--- src/design/bgt_pkg.sv ---
// bgt_pkg: shared constants, types and helper functions for the bloom / grade /
// tone map block. Used by all modules here but bgt_checker; depends on nothing.
package bgt_pkg;

   localparam int MAX_WIDTH   = 2048;
   localparam int MAX_HEIGHT  = 4096;
   localparam int STORE_ROWS  = 8;
   localparam int COL_BITS    = $clog2(MAX_WIDTH);
   localparam int SLOT_BITS   = $clog2(STORE_ROWS);
   localparam int ADDR_BITS   = COL_BITS + SLOT_BITS;
   localparam int STORE_DEPTH = STORE_ROWS * MAX_WIDTH;
   localparam int PIX_BITS    = 24;
   localparam int FRAC_BITS   = 16;
   localparam int SUM_BITS    = 29;
   localparam int WIN_LAST    = 4;
   localparam int WIN_MID     = 2;

   localparam logic [PIX_BITS-1:0]  THRESH   = 24'd52429;   // round(0.8 * 2^16)
   localparam logic [FRAC_BITS:0]   ONE      = 17'd65536;
   localparam logic [19:0]          DIV50_MUL = 20'd671089; // ceil(2^25 / 50)
   localparam logic [21:0]          DIV25_MUL = 22'd2684355; // ceil(2^26 / 25)

   // configuration register indexes
   localparam logic [2:0] CSR_ENABLE   = 3'd0;
   localparam logic [2:0] CSR_STRENGTH = 3'd1;
   localparam logic [2:0] CSR_WIDTH    = 3'd2;
   localparam logic [2:0] CSR_HEIGHT   = 3'd3;

   localparam logic OP_PIXEL = 1'b0;
   localparam logic OP_DRAIN = 1'b1;

   typedef enum logic [1:0] {CHAN_RED, CHAN_GREEN, CHAN_BLUE} chan_type;

   typedef enum logic [2:0] {
      ST_IDLE, ST_WIN, ST_FLUSH, ST_START, ST_BUSY, ST_OUT
   } ctl_state_type;

   typedef enum logic [3:0] {
      LN_IDLE, LN_MUL, LN_DIV25, LN_LOW, LN_ADD, LN_GAIN, LN_SCALE,
      LN_TA, LN_TB, LN_DQ0, LN_DIV, LN_ROUND, LN_DONE
   } lane_state_type;

   typedef struct packed {
      logic                 wr_en;
      logic [ADDR_BITS-1:0] wr_addr;
      logic                 rd_en;
      logic [ADDR_BITS-1:0] rd_addr;
      logic                 rd_center;
      logic                 acc_clear;
      logic                 start;
   } lane_ctl_type;

   typedef struct packed {
      logic load;
      logic bypass;
      logic frame_end;
   } merge_ctl_type;

   // floor(y / 50) for y below 2^19, by reciprocal multiply
   function automatic logic [13:0] div50(input logic [18:0] y);
      logic [44:0] p;
      p = 45'(y) * 45'(DIV50_MUL);
      return p[38:25];
   endfunction

   // floor(y / 25) for y below 2^21, by reciprocal multiply
   function automatic logic [16:0] div25(input logic [20:0] y);
      logic [42:0] p;
      p = 43'(y) * 43'(DIV25_MUL);
      return p[42:26];
   endfunction

endpackage

--- src/design/bgt_merge.sv ---
// bgt_merge: joins the three lane results, or in bypass the center pixels, into
// one output beat and holds it in the output register until taken. Uses bgt_pkg.
module bgt_merge (
   input  logic                   clock,
   input  logic                   reset,
   input  bgt_pkg::merge_ctl_type mrg,
   input  logic [2:0][23:0]       lane_res,
   input  logic [2:0][23:0]       lane_mid,
   input  logic                   rsp_stall,
   output logic                   rsp_valid,
   output logic [23:0]            rsp_red_out,
   output logic [23:0]            rsp_green_out,
   output logic [23:0]            rsp_blue_out,
   output logic                   rsp_frame_end,
   output logic                   busy
);
   import bgt_pkg::*;

   logic        valid_ff, valid_in;
   logic [23:0] red_ff, green_ff, blue_ff;
   logic        end_ff;
   logic [2:0][23:0] px;

   // bypass hands back the raw center pixel
   assign px = mrg.bypass ? lane_mid : lane_res;

   always_comb begin
      valid_in = valid_ff;
      if (valid_ff && !rsp_stall) valid_in = 1'b0;
      if (mrg.load) valid_in = 1'b1;
   end

   always_ff @(posedge clock) begin
      if (reset) valid_ff <= 1'b0;
      else valid_ff <= valid_in;
   end

   always_ff @(posedge clock) begin
      if (mrg.load) begin
         red_ff   <= px[CHAN_RED];
         green_ff <= px[CHAN_GREEN];
         blue_ff  <= px[CHAN_BLUE];
         end_ff   <= mrg.frame_end;
      end
   end

   assign rsp_valid     = valid_ff;
   assign rsp_red_out   = red_ff;
   assign rsp_green_out = green_ff;
   assign rsp_blue_out  = blue_ff;
   assign rsp_frame_end = end_ff;
   assign busy          = valid_ff;

endmodule

--- config.mk ---
export PLATFORM = sky130hd
export DESIGN_NAME = bgt_merge
export DESIGN_NICKNAME = d
export VERILOG_FILES = /design/src/design/bgt_pkg.sv /design/src/design/bgt_merge.sv
export SDC_FILE = /design/constraint.sdc
export NUM_CORES = 1
export LEC_CHECK = 0
export BUFFER_PORTS_ARGS = -buffer_cell sky130_fd_sc_hd__buf_4
export CAP_MARGIN = 10
export CORE_ASPECT_RATIO = 0.75
export CORE_MARGIN = 5
export CORE_UTILIZATION = 46
export DETAILED_ROUTE_END_ITERATION = 8
export PLACE_DENSITY = 0.86
export SLEW_MARGIN = 5
export SYNTH_ARGS = -nofsm -noshare
export SYNTH_HDL_FRONTEND = slang
export SYNTH_SLANG_ARGS = --single-unit
--- constraint.sdc ---
create_clock -name clock -period 2.82 [get_ports clock]
set_input_delay 0.564 -clock clock [delete_from_list [all_inputs] [get_ports clock]]
set_output_delay 0.564 -clock clock [all_outputs]
set_load 0.005 [all_outputs]
## After elaboration in Yosys (flattened, before gate mapping)

Cells that the tools add are included.

| word-level totals | value |
|---|---|
| input port bits | 150 |
| register bits | 74 |

| cells by class | value |
|---|---|
| muxes and demuxes | 3 |
| reduce and logical (&&, ||, !) cells | 3 |

Operators with widths:

| operator | number |
|---|---|
| 2-to-1 mux 72 bit | 1 |
| 2-to-1 mux 1 bit | 2 |
| nonzero test 2 bit | 1 |
| logical AND 1 bit | 1 |
| logical NOT 1 bit | 1 |

## Longest topological paths before layout

| logic depth | value |
|---|---|
| word-level depth | 4 |
| depth in mapped cells | 3 |
| mapped depth without buffers | 2 |

## Least setup slack after synthesis

OpenSTA, ideal clock, no wires.

| path | value |
|---|---|
| kind | input to register |
| start | input port mrg[1] (netlist name) |
| end | register blue_ff[0], in the netlist rsp_blue_out[0], data pin |
| stages on the path | 3 |
| setup slack | 1385 ps |
| required time | 2560 ps |
| data arrival time | 1175 ps |
| cell sequence | buf_6 buf_12 mux2_4 |

RTL lines:

| what | line | text |
|---|---|---|
| start: declaration | bgt_merge.sv:6 | `input bgt_pkg::merge_ctl_type mrg,` |
| end signal: assignment | bgt_merge.sv:42 | `blue_ff <= px[CHAN_BLUE];` |
| end: declaration | bgt_merge.sv:20 | `logic [23:0] red_ff, green_ff, blue_ff;` |

## Worst setup path after layout

| path | value |
|---|---|
| start | register green_ff[14], in the netlist rsp_green_out[14] |
| end | output port rsp_green_out[14] |

RTL lines:

| what | line | text |
|---|---|---|
| start: declaration | bgt_merge.sv:20 |  |
| start signal: assignment | bgt_merge.sv:41 | `green_ff <= px[CHAN_GREEN];` |
| end: declaration | bgt_merge.sv:12 | `output logic [23:0] rsp_green_out,` |

No word-level cell between the ends.

==> impl_metrics.json <==
{
  "place_congestion": 0.7174,
  "end_kind": "primary output",
  "rrSetupSlack_ps": 2200,
  "worstPathArrival_ps": 870,
  "die_area_um2": 9358,
  "cp_max_fo": 1,
  "hp-class": "in -> reg",
  "drc_errors": 0,
  "critPathBufInv": 1,
  "max_cap_violations": 0,
  "setup_viol_count_final": 0,
  "final.setup.worst_slack_ps": 1382,
  "fin_crit_ps": 1438,
  "die_h_um": 85.04,
  "fmax_mhz": 695.2,
  "period_share": 0.5101,
  "finalHoldViolations": 0,
  "dp_hpwl_um": 6982,
  "cp_cell_sequence": "buf_4",
  "skew_ps": 0,
  "post_drt_wl_per_cell_um": 18.41,
  "h-tree-depth": 3,
  "p_total_w": 0.002759,
  "grt_max_degree": 75,
  "critPathLaunchType": "register",
  "nets": 534,
  "crit_type": "reg -> out",
  "peakVddDrop_mv": 0.2947,
  "ant_nets": 0,
  "drt_iter0_drc": 53,
  "cts_tree": "done",
  "grt_pass1_vias": 2442,
  "diodes": 0,
  "insertion_delay_ps": 330,
  "leakagePower_nw": 2.505,
  "rows": 27,
  "finalWirelength_um": 9020,
  "chipWidth_um": 110.0,
  "rsz0062_at_grt": "false",
  "slew_violations": 0,
  "vias": 2256,
  "overflow": 0,
  "design.core.area_um2": 7331,
  "cts_post_setup_buffers_inserted": 0,
  "synth.distinct_cells": 9,
  "ios": 225,
  "grt_use_total": 0.1833,
  "synth.cell_area_um2": 3453,
  "avgSynthCellArea_um2": 22.00,
  "slowest_stage": "edfxtp_1",
  "cts.path.max_buffers": 2,
  "clock_sinks": 74,
  "synthCells": 157,
  "crit_family": "flip-flops",
  "p_per_area_nw_per_um2": 516.8,
  "cp_data_required_time_ps": 2260,
  "vias_per_cell": 4.604,
  "drive_gt1_frac": 0.8046,
  "yosysSeqAreaShare": 0.6406,
  "first_pass_iters": 3,
  "grt_pass1_wl_um": 12550,
  "cts-hold-fix-buffers": 0,
  "tightestPinTransition_ps": 937.7,
  "port_buffers": 224,
  "slew_headroom": 0.3748,
  "final_common_cell": "buf_4",
  "mostFrequentLayoutCells": "buf_4, edfxtp_1, mux2_4, clkbuf_8, clkinv_2",
  "cts.clk_slew.worst_paths_ps": 80,
  "synth_fp_nets": 307,
  "antenna_found_initial": 0,
  "cts-root-buf": "clkbuf_8",
  "synth-seq-cells": 74,
  "pre_cts_ws_ps": 1043,
  "yosys_warnings": 0,
  "cts_buffers": 9,
  "outcome": "complete, no violations",
  "post_cts_resized": 0,
  "max_stage_delay_ps": 390,
  "syn_to_final_growth_pct": 54.57,
  "initial_core_util": 0.4711,
  "setup_tns_ps": 0
}
flip-flops by register name, indices dropped and copies added (netlist names):
signal and flops:
rsp_blue_out 24, rsp_red_out 24, busy 1, rsp_green_out 24
rsp_frame_end 1
metal layers:
metal,part of all wire,wire (µm),GRT usage
met3,0.14,1281,0.09734
met5,0,0,0
met1,0.31,2795,0.1662
met2,0.53,4804,0.3436
met4,0.015,138,0.05889
power by group:
| part | switching, W | total (W) | internal [W] |
|---|---|---|---|
| logic | 0.000161 | 0.000523 | 0.000362 |
| clock network | 0.000385 | 0.000881 | 0.000496 |
| registers | 0.0000282 | 0.00135 | 0.00133 |
| total | 0.000574 | 0.00276 | 0.00218 |
area by class of cell:
| class | count | area, µm² |
|---|---|---|
| Fill cell | 467 | 1993 |
| Timing Repair Buffer | 225 | 1702 |
| Sequential cell | 74 | 2212 |
| Clock buffer | 9 | 123.9 |
| Multi-Input combinational cell | 74 | 1082 |
| Clock inverter | 7 | 91.34 |
| Tap cell | 101 | 126.4 |
path summary, 6_finish.rpt:
| kind | from | to | depth (start not counted) |
|---|---|---|---|
| hold / removal | reset | busy | 2 |
| hold reg to reg | busy | busy | 2 |
| setup / recovery | rsp_green_out[14] | rsp_green_out[14] | 1 |
| setup reg to reg | busy | busy | 2 |
per-stage QoR:
step	std cells	hold slack, ps	cell area (µm²)	util
6_report	490	383.0	5338	0.7281
5_1_grt	490	356.9	5338	0.7281
4_1_cts	490	357.1	5338	0.7281
3_5_place_dp	474	523.9	5122	0.6988
3_3_place_gp	474	496.9	5122	0.6988
2_1_floorplan	157	498.5	3453	-
kinds of logic (layout without fill, tap and decap cells):
kind of cell	Yosys count	in the layout	synth area share
AO/OA/AOI/OAI	1	1	0.001448
buffers and inverters	9	241	0.04601
flip-flops	74	74	0.6406
multiplexers	72	72	0.3109
AND/OR/NAND/NOR	1	1	0.001086
Yosys cell counts, drive strengths merged:
library cell,count,area (µm²)
nor2,1,3.750
dfxtp,1,20.02
edfxtp,73,2192
mux2,72,1074
a21oi,1,5.000
buf,9,158.9
Power figures use the tool's default switching activity.
